File: src/hw/rtl/min_priority_message_queue_unit_assert.svh
// Assertion macros for the min-priority message queue.
`ifndef MIN_PRIORITY_MESSAGE_QUEUE_UNIT_ASSERT_SVH
`define MIN_PRIORITY_MESSAGE_QUEUE_UNIT_ASSERT_SVH

// Check a condition at every clock edge outside reset.
`define MPQ_ASSERT_ALWAYS(label, cond, msg) \
  label: assert property (@(posedge clk) disable iff (!rst_n) (cond)) else $error(msg);

// Check that the antecedent implies the consequent in the same cycle.
`define MPQ_ASSERT_IMPLY(label, ante, cons, msg) \
  label: assert property (@(posedge clk) disable iff (!rst_n) (ante) |-> (cons)) \
    else $error(msg);

// Check that the antecedent implies the consequent in the next cycle.
`define MPQ_ASSERT_NEXT(label, ante, cons, msg) \
  label: assert property (@(posedge clk) disable iff (!rst_n) (ante) |=> (cons)) \
    else $error(msg);

`endif

File: src/hw/rtl/mpq_pkg.sv
// Types and constants shared by the min-priority message queue.
package mpq_pkg;

  localparam int PRIO_W = 16;
  localparam int MSG_W  = 32;

  localparam logic MODE_PUT = 1'b0;
  localparam logic MODE_GET = 1'b1;

  typedef enum logic [1:0] {
    ST_PUT_OK = 2'd0,
    ST_GOT    = 2'd1,
    ST_EMPTY  = 2'd2,
    ST_FULL   = 2'd3
  } status_t;

  typedef enum logic [2:0] {
    S_IDLE,
    S_CMP,
    S_INS,
    S_GRD,
    S_DONE
  } state_t;

endpackage

File: src/hw/rtl/mpq_ram.sv
// Generic simple dual-port RAM with one write port and a registered read port.
module mpq_ram #(
  parameter int WIDTH = 48,
  parameter int DEPTH = 64
) (
  input  logic                     clk,
  input  logic                     wr_en,
  input  logic [$clog2(DEPTH)-1:0] wr_addr,
  input  logic [WIDTH-1:0]         wr_data,
  input  logic                     rd_en,
  input  logic [$clog2(DEPTH)-1:0] rd_addr,
  output logic [WIDTH-1:0]         rd_data
);

  logic [WIDTH-1:0] mem [DEPTH];

  always_ff @(posedge clk) begin
    if (wr_en) begin
      mem[wr_addr] <= wr_data;
    end
    if (rd_en) begin
      rd_data <= mem[rd_addr];
    end
  end

endmodule

File: src/hw/rtl/min_priority_message_queue_unit.sv
// Min-priority message queue: sorted circular store in RAM with an insertion sequencer.
//
// Input channel (in_*): one item per handshake. in_tuser[0] is the mode (0 put,
// 1 get); in_tdata carries the priority and the payload handle of a put.
// Result channel (out_*): exactly one item per input item, in order. out_tuser
// holds the status (put accepted, get delivered, queue empty, queue full and put
// dropped); out_tdata carries the payload and priority of the removed entry,
// zero when none. Equal priorities leave in arrival order.
// Entries live in one RAM as a circular buffer kept sorted from the head. A get
// reads the head slot, then loads the result. A put walks back from the tail,
// comparing one stored entry per cycle and moving it one slot down while its
// priority is larger (up to DEPTH-1 entries moved), then writes the new entry.
// A put on a full store or a get on an empty store goes straight to the result
// state. in_tready rises again once the result sits in the output register.
// Reset empties the queue at once (head and count cleared, RAM untouched).
// When the receiver stalls, the result holds in the output register, and
// one further item may be worked on; its result then waits until the register frees.
module min_priority_message_queue_unit
  import mpq_pkg::*;
#(
  parameter int DEPTH        = 64,
  parameter int PAYLOAD_BITS = 32
) (
  input  logic        clk,
  input  logic        rst_n,
  input  logic        in_tvalid,
  output logic        in_tready,
  input  logic [47:0] in_tdata,   // [15:0] priority_req, [47:16] payload
  input  logic [0:0]  in_tuser,   // [0] mode
  output logic        out_tvalid,
  input  logic        out_tready,
  output logic [47:0] out_tdata,  // [31:0] out_payload, [47:32] out_priority
  output logic [1:0]  out_tuser   // [1:0] status
);

  localparam int AW = $clog2(DEPTH);
  localparam int CW = $clog2(DEPTH + 1);
  localparam int PB = PAYLOAD_BITS;
  localparam int EW = PRIO_W + PB;

  // Step a slot index around the ring.
  function automatic logic [AW-1:0] ptr_dec(input logic [AW-1:0] p);
    ptr_dec = (p == '0) ? AW'(DEPTH - 1) : p - 1'b1;
  endfunction

  function automatic logic [AW-1:0] ptr_inc(input logic [AW-1:0] p);
    ptr_inc = (p == AW'(DEPTH - 1)) ? '0 : p + 1'b1;
  endfunction

  state_t            state_r, state_nxt;
  logic [CW-1:0]     count_r, count_nxt;
  logic [AW-1:0]     head_r, head_nxt;
  logic [AW-1:0]     pos_r, pos_nxt;
  logic [AW-1:0]     wptr_r, wptr_nxt;
  logic [AW-1:0]     rptr_r, rptr_nxt;
  logic [PRIO_W-1:0] req_prio_r, req_prio_nxt;
  logic [PB-1:0]     req_data_r, req_data_nxt;
  status_t           res_status_r, res_status_nxt;
  logic [PB-1:0]     res_data_r, res_data_nxt;
  logic [PRIO_W-1:0] res_prio_r, res_prio_nxt;
  logic              out_tvalid_r, out_tvalid_nxt;
  status_t           out_status_r, out_status_nxt;
  logic [MSG_W-1:0]  out_payload_r, out_payload_nxt;
  logic [PRIO_W-1:0] out_prio_r, out_prio_nxt;

  logic              ram_we, ram_re;
  logic [AW-1:0]     ram_wa, ram_ra;
  logic [EW-1:0]     ram_wd, ram_rd;

  logic              in_fire, out_free, is_empty, is_full, moves_back, last_pos;
  logic              in_mode;
  logic [PRIO_W-1:0] in_prio;
  logic [63:0]       in_wide;
  logic [63:0]       res_wide;
  logic [AW:0]       tail_sum;
  logic [AW-1:0]     tail_ptr;
  logic [PRIO_W-1:0] rd_prio;
  logic [PB-1:0]     rd_payload;

  mpq_ram #(
    .WIDTH (EW),
    .DEPTH (DEPTH)
  ) u_store (
    .clk     (clk),
    .wr_en   (ram_we),
    .wr_addr (ram_wa),
    .wr_data (ram_wd),
    .rd_en   (ram_re),
    .rd_addr (ram_ra),
    .rd_data (ram_rd)
  );

  assign in_tready  = (state_r == S_IDLE);
  assign in_fire    = in_tvalid && in_tready;
  assign out_free   = !out_tvalid_r || out_tready;
  assign is_empty   = (count_r == '0);
  assign is_full    = (count_r == CW'(DEPTH));

  assign in_mode    = in_tuser[0];
  assign in_prio    = in_tdata[15:0];
  assign in_wide    = {32'd0, in_tdata[47:16]};
  assign res_wide   = 64'(res_data_r);

  // Physical slot just past the last entry; only used when not full.
  assign tail_sum   = {1'b0, head_r} + {1'b0, count_r[AW-1:0]};
  assign tail_ptr   = (tail_sum >= (AW + 1)'(DEPTH)) ?
                      AW'(tail_sum - (AW + 1)'(DEPTH)) : tail_sum[AW-1:0];

  assign rd_prio    = ram_rd[PRIO_W-1:0];
  assign rd_payload = ram_rd[PRIO_W +: PB];
  assign moves_back = (rd_prio > req_prio_r);
  assign last_pos   = (pos_r == AW'(1));

  assign out_tvalid = out_tvalid_r;
  assign out_tuser  = out_status_r;
  assign out_tdata  = {out_prio_r, out_payload_r};

  // Next state of the sequencer.
  always_comb begin
    state_nxt = state_r;
    case (state_r)
      S_IDLE: begin
        if (in_fire) begin
          if (in_mode == MODE_GET) begin
            state_nxt = is_empty ? S_DONE : S_GRD;
          end else if (is_full) begin
            state_nxt = S_DONE;
          end else begin
            state_nxt = is_empty ? S_INS : S_CMP;
          end
        end
      end
      S_CMP: begin
        if (moves_back) begin
          state_nxt = last_pos ? S_INS : S_CMP;
        end else begin
          state_nxt = S_DONE;
        end
      end
      S_INS:   state_nxt = S_DONE;
      S_GRD:   state_nxt = S_DONE;
      S_DONE: begin
        if (out_free) begin
          state_nxt = S_IDLE;
        end
      end
      default: state_nxt = S_IDLE;
    endcase
  end

  // Datapath, RAM controls and result register loads.
  always_comb begin
    count_nxt       = count_r;
    head_nxt        = head_r;
    pos_nxt         = pos_r;
    wptr_nxt        = wptr_r;
    rptr_nxt        = rptr_r;
    req_prio_nxt    = req_prio_r;
    req_data_nxt    = req_data_r;
    res_status_nxt  = res_status_r;
    res_data_nxt    = res_data_r;
    res_prio_nxt    = res_prio_r;
    out_tvalid_nxt  = out_tvalid_r;
    out_status_nxt  = out_status_r;
    out_payload_nxt = out_payload_r;
    out_prio_nxt    = out_prio_r;
    ram_we          = 1'b0;
    ram_wa          = wptr_r;
    ram_wd          = {req_data_r, req_prio_r};
    ram_re          = 1'b0;
    ram_ra          = head_r;

    // Drop the held result once the receiver takes it.
    if (out_tvalid_r && out_tready) begin
      out_tvalid_nxt = 1'b0;
    end

    case (state_r)
      S_IDLE: begin
        if (in_fire) begin
          req_prio_nxt = in_prio;
          req_data_nxt = in_wide[PB-1:0];
          res_data_nxt = '0;
          res_prio_nxt = '0;
          if (in_mode == MODE_GET) begin
            res_status_nxt = is_empty ? ST_EMPTY : ST_GOT;
            ram_re         = !is_empty;
            ram_ra         = head_r;
          end else begin
            res_status_nxt = is_full ? ST_FULL : ST_PUT_OK;
            pos_nxt        = count_r[AW-1:0];
            wptr_nxt       = tail_ptr;
            rptr_nxt       = ptr_dec(tail_ptr);
            // Fetch the current last entry to start the backward walk.
            ram_re         = !is_full && !is_empty;
            ram_ra         = ptr_dec(tail_ptr);
          end
        end
      end
      S_CMP: begin
        ram_we = 1'b1;
        ram_wa = wptr_r;
        if (moves_back) begin
          // Move the larger entry one slot toward the tail and fetch the next unless the head entry was moved.
          ram_wd   = ram_rd;
          pos_nxt  = pos_r - 1'b1;
          wptr_nxt = rptr_r;
          if (!last_pos) begin
            ram_re   = 1'b1;
            ram_ra   = ptr_dec(rptr_r);
            rptr_nxt = ptr_dec(rptr_r);
          end
        end else begin
          ram_wd    = {req_data_r, req_prio_r};
          count_nxt = count_r + 1'b1;
        end
      end
      S_INS: begin
        ram_we    = 1'b1;
        ram_wa    = wptr_r;
        ram_wd    = {req_data_r, req_prio_r};
        count_nxt = count_r + 1'b1;
      end
      S_GRD: begin
        res_data_nxt = rd_payload;
        res_prio_nxt = rd_prio;
        head_nxt     = ptr_inc(head_r);
        count_nxt    = count_r - 1'b1;
      end
      S_DONE: begin
        if (out_free) begin
          out_tvalid_nxt  = 1'b1;
          out_status_nxt  = res_status_r;
          out_payload_nxt = res_wide[MSG_W-1:0];
          out_prio_nxt    = res_prio_r;
        end
      end
      default: begin
      end
    endcase
  end

  // Control state.
  always_ff @(posedge clk) begin
    if (!rst_n) begin
      state_r      <= S_IDLE;
      count_r      <= '0;
      head_r       <= '0;
      out_tvalid_r <= 1'b0;
    end else begin
      state_r      <= state_nxt;
      count_r      <= count_nxt;
      head_r       <= head_nxt;
      out_tvalid_r <= out_tvalid_nxt;
    end
  end

  // Payload and working registers.
  always_ff @(posedge clk) begin
    pos_r         <= pos_nxt;
    wptr_r        <= wptr_nxt;
    rptr_r        <= rptr_nxt;
    req_prio_r    <= req_prio_nxt;
    req_data_r    <= req_data_nxt;
    res_status_r  <= res_status_nxt;
    res_data_r    <= res_data_nxt;
    res_prio_r    <= res_prio_nxt;
    out_status_r  <= out_status_nxt;
    out_payload_r <= out_payload_nxt;
    out_prio_r    <= out_prio_nxt;
  end

`include "min_priority_message_queue_unit_assert.svh"

  `MPQ_ASSERT_ALWAYS(a_count_bound, count_r <= CW'(DEPTH), "entry count above depth")
  `MPQ_ASSERT_IMPLY(a_walk_pos, state_r == S_CMP, pos_r != '0, "compare walk at head slot")
  `MPQ_ASSERT_NEXT(a_get_read, in_fire && in_mode == MODE_GET && !is_empty, state_r == S_GRD && count_r == $past(count_r), "get did not start head read")
  `MPQ_ASSERT_NEXT(a_count_step, 1'b1, count_r == $past(count_r) || count_r == $past(count_r) + 1'b1 || count_r == $past(count_r) - 1'b1, "entry count jumped")

endmodule

File: config.mk
export PLATFORM = sky130hd
export DESIGN_NAME = min_priority_message_queue_unit
export DESIGN_NICKNAME = d
export VERILOG_FILES = /design/src/hw/rtl/mpq_pkg.sv /design/src/hw/rtl/mpq_ram.sv /design/src/hw/rtl/min_priority_message_queue_unit.sv
export VERILOG_INCLUDE_DIRS = /design/src /design/src/hw/rtl
export SDC_FILE = /design/constraint.sdc
export NUM_CORES = 2
export LEC_CHECK = 0
export ABC_AREA = 1
export BUFFER_PORTS_ARGS = -buffer_cell sky130_fd_sc_hd__buf_2
export CORE_MARGIN = 5
export CORE_UTILIZATION = 41
export CTS_CLUSTER_DIAMETER = 60
export DETAILED_ROUTE_END_ITERATION = 12
export GPL_ROUTABILITY_DRIVEN = 0
export GPL_TIMING_DRIVEN = 0
export SYNTH_ARGS = -nofsm -noshare
export SYNTH_HDL_FRONTEND = slang
export SYNTH_SLANG_ARGS = --single-unit
export TNS_END_PERCENT = 10
File: constraint.sdc
create_clock -name clk -period 14.25 [get_ports clk]
set_clock_uncertainty 0.15 [all_clocks]
set_input_delay 1.425 -clock clk [delete_from_list [all_inputs] [get_ports clk]]
set_output_delay 1.425 -clock clk [all_outputs]
set_load 0.1 [all_outputs]
==> impl_metrics.ini <==
[yosys]
avgSynthCellArea_sq_um = 11.27
yosys_most_used_dff = edfxtp_1
async_reset_ff_share_pct = 0
synth_edf_count = 3286
synth_cell_type_count = 42
ys_seq_area_share_pct = 69.66
ys_seq_elements = 3303
yosysWarningCount = 0
synth_area_sq_um = 142100
syn_nets = 12700
syn_inst = 12620

[timing]
period_minus_slack_ns = 6.777
drv_slew = 0
finalHoldViolCount = 0
fin_crit_sh_pct = 47.56
slew-limit-headroom_pct = 2.567
rsz0062_at_grt = no
tightest_slew_ns = 1.461
fin_ws_ns = 7.473
setup_violations = 0
fin_setup_tns_ns = 0
fmax_mhz = 147.6

[worst_hold_path]
hold_depth = 0
hold_class = reg2reg

[die]
die_w_um = 598.8
rows = 216
fp.dieH_um = 598.8
die-area_sq_um = 358600
core_sq_um = 345700
num_io_pins = 105
start_util_pct = 41.12

[route]
drt-total-wl_um = 496700
vias_per_cell = 5.623
antenna_left = 0
first_iter_violations = 15080
wire_per_inst_um = 27.28
drc = 0
first_pass_iters = 7
num_vias = 102400

[grt]
grt_pass1_wl_um = 689900
grt_pass1_vias = 94250
grt_max_degree = 49
antenna_found_initial = 52
grt_overflow = 0
track_usage_pct = 26.91

[place]
dp_hpwl_um = 356600
io_buffer_count = 104
place_ws_ns = 6.949
place_area_sq_um = 153600

[clock_network]
cts_inserted_buffers = 351
clock_latency_ns = 0.95
cts_root_buffer = clkbuf_16
clockBufferDepth = 4
path_clk_slew_ns = 0.06
htree_levels = 5
cts_tree = done
cts_sinks = 3303
ctsHoldBuffers = 0
cts_setup_buffers = 0
cts-resized-gates = 0

[finish]
nNetsFinal = 13360
nFillCells = 30770
design_area_sq_um = 164900
regArea_sq_um = 99020
layout-drive-gt1-share_pct = 10.86
syn2layout_area_growth_pct = 16.02
multi_input_area_sq_um = 35800

[critical_path]
reg2reg_depth = 17
worstSetupPathType = reg2reg
cp_max_fo = 23
critPathCaptureType = flop
cp.required_ns = 14.72
cp-start-kind = flop
rrSetupSlack_ns = 7.47
cp.arrival_ns = 7.25

[run]
cap_violations = 0

[status]
status = complete, no violations
-- placed cells by master, fill, tap and decap left out, types with 5 or more instances in the layout --
cell,count
a21oi_1,35
buf_1,14
buf_12,159
buf_16,40
buf_2,612
buf_4,21
bufinv_16,30
clkbuf_1,387
clkbuf_16,355
clkbuf_2,13
clkinv_1,78
clkinv_2,56
clkinv_4,5
clkinv_8,7
clkinvlp_4,12
dfxtp_1,17
diode_2,62
edfxtp_1,3286
ha_1,33
inv_1,1088
inv_2,33
inv_6,13
nand2_1,3116
nand2_2,6
nand3_1,3100
nand3b_1,772
nand4_1,7
nor2_1,82
nor2_4,37
nor3_1,14
o21ai_0,31
o21ai_4,50
xnor2_1,6
xor2_1,6
-- layout make-up --
type,instances,share of cell area (%)
Sequential cell,3303,60.04
Multi-Input combinational cell,7326,21.71
Clock buffer,439,5.584
Tap cell,4578,3.473
Timing Repair Buffer,305,2.932
Inverter,1126,2.569
Buffer,860,2.400
Clock inverter,208,1.198
Antenna cell,62,0.09408
-- flip-flops by register name, summed over array words and instances, names as in the netlist --
| name | cells |
|---|---|
| count_r | 7 |
| out_payload_r | 32 |
| out_tuser | 2 |
| u_store.mem | 3072 |
| out_tvalid | 1 |
| pos_r | 6 |
| state_r | 3 |
| ram_wa | 6 |
| res_data_r | 32 |
| u_store.rd_data | 48 |
| head_r | 6 |
| req_prio_r | 16 |
| out_prio_r | 16 |
| req_data_r | 32 |
| rptr_r | 6 |
| res_status_r | 2 |
| res_prio_r | 16 |
-- kinds of logic after synthesis --
group                      share of synthesized area, %
and+or+nand+nor                                   23.70
DFF                                               69.66
buffers and inverters                             5.748
AOI/OAI and AO/OA                                0.4912
adders and majority gates                        0.3186
xor gates and xnor gates                        0.07394
muxes                                          0.007042
-- routing by layer --
| metal | GRT usage [%] | vias up | wire length [um] |
|---|---|---|---|
| li1 | - | 45240 | - |
| met1 | 36.35 | 50030 | 192200 |
| met2 | 39.74 | 6002 | 213200 |
| met3 | 6.586 | 1102 | 58020 |
| met4 | 15.46 | 6 | 33230 |
| met5 | 0 | - | 40 |
-- worst paths after layout --
check | startpoint | end
max | state_r[2]$_SDFFE_PN0P_ | u_store.rd_data[36]$_DFFE_PP_
min | res_data_r[2]$_SDFFCE_PN0P_ | out_payload_r[2]$_DFFE_PP_
max reg2reg | state_r[2]$_SDFFE_PN0P_ | u_store.rd_data[36]$_DFFE_PP_
min reg2reg | res_data_r[2]$_SDFFCE_PN0P_ | out_payload_r[2]$_DFFE_PP_
-- synthesized netlist by cell type (2+ instances only) --
master	number	area (sq um)
nand4_1	7	43.79
nor3_1	14	70.07
nor2_2	2	12.51
nor2_4	2	22.52
nor2_1	117	439.2
a31oi_1	3	18.77
nand3b_1	772	5796
nand2_2	6	37.54
clkbuf_1	316	1186
nand3_1	3100	15510
dfxtp_1	17	340.3
xor2_1	6	52.55
buf_4	21	157.7
a21oi_1	35	175.2
fa_1	2	40.04
o21ai_0	80	400.4
nand2_1	3116	11700
edfxtp_1	3286	98670
or2_2	4	25.02
inv_2	7	26.28
o21ai_1	4	20.02
or2_1	2	12.51
inv_1	1118	4197
buf_1	14	52.55
ha_1	33	412.9
xnor2_1	6	52.55
a211oi_1	2	15.01
and2_1	2	12.51
buf_2	508	2542
-- worst max-delay path: stages, from the launching register on --
cell	delay (ns)
dfxtp_1	0.39
nor2_4	0.28
nand2_2	0.20
nor2_4	0.66
nand2_2	0.20
a311oi_2	0.29
nand2_2	0.48
nand2_2	0.28
buf_2	0.78
buf_2	0.81
buf_2	0.35
nand2_1	0.08
nand3_1	0.17
nand3_1	0.14
nand3_1	0.10
nand3_1	0.14
nand3_1	0.53
nand2_1	0.32
-- stage by stage --
step	hold slack (ns)	utilization, %	cells
floorplan	0.2503	-	12620
global placement	0.2521	42.93	17300
detailed placement	0.2545	44.43	17500
CTS	0.2676	47.66	18150
finish	0.2666	47.71	18210
global route	0.2743	47.67	18150
Power is not shown: default switching activity piles up to over one toggle a cycle in this logic, so the estimate is an artifact.
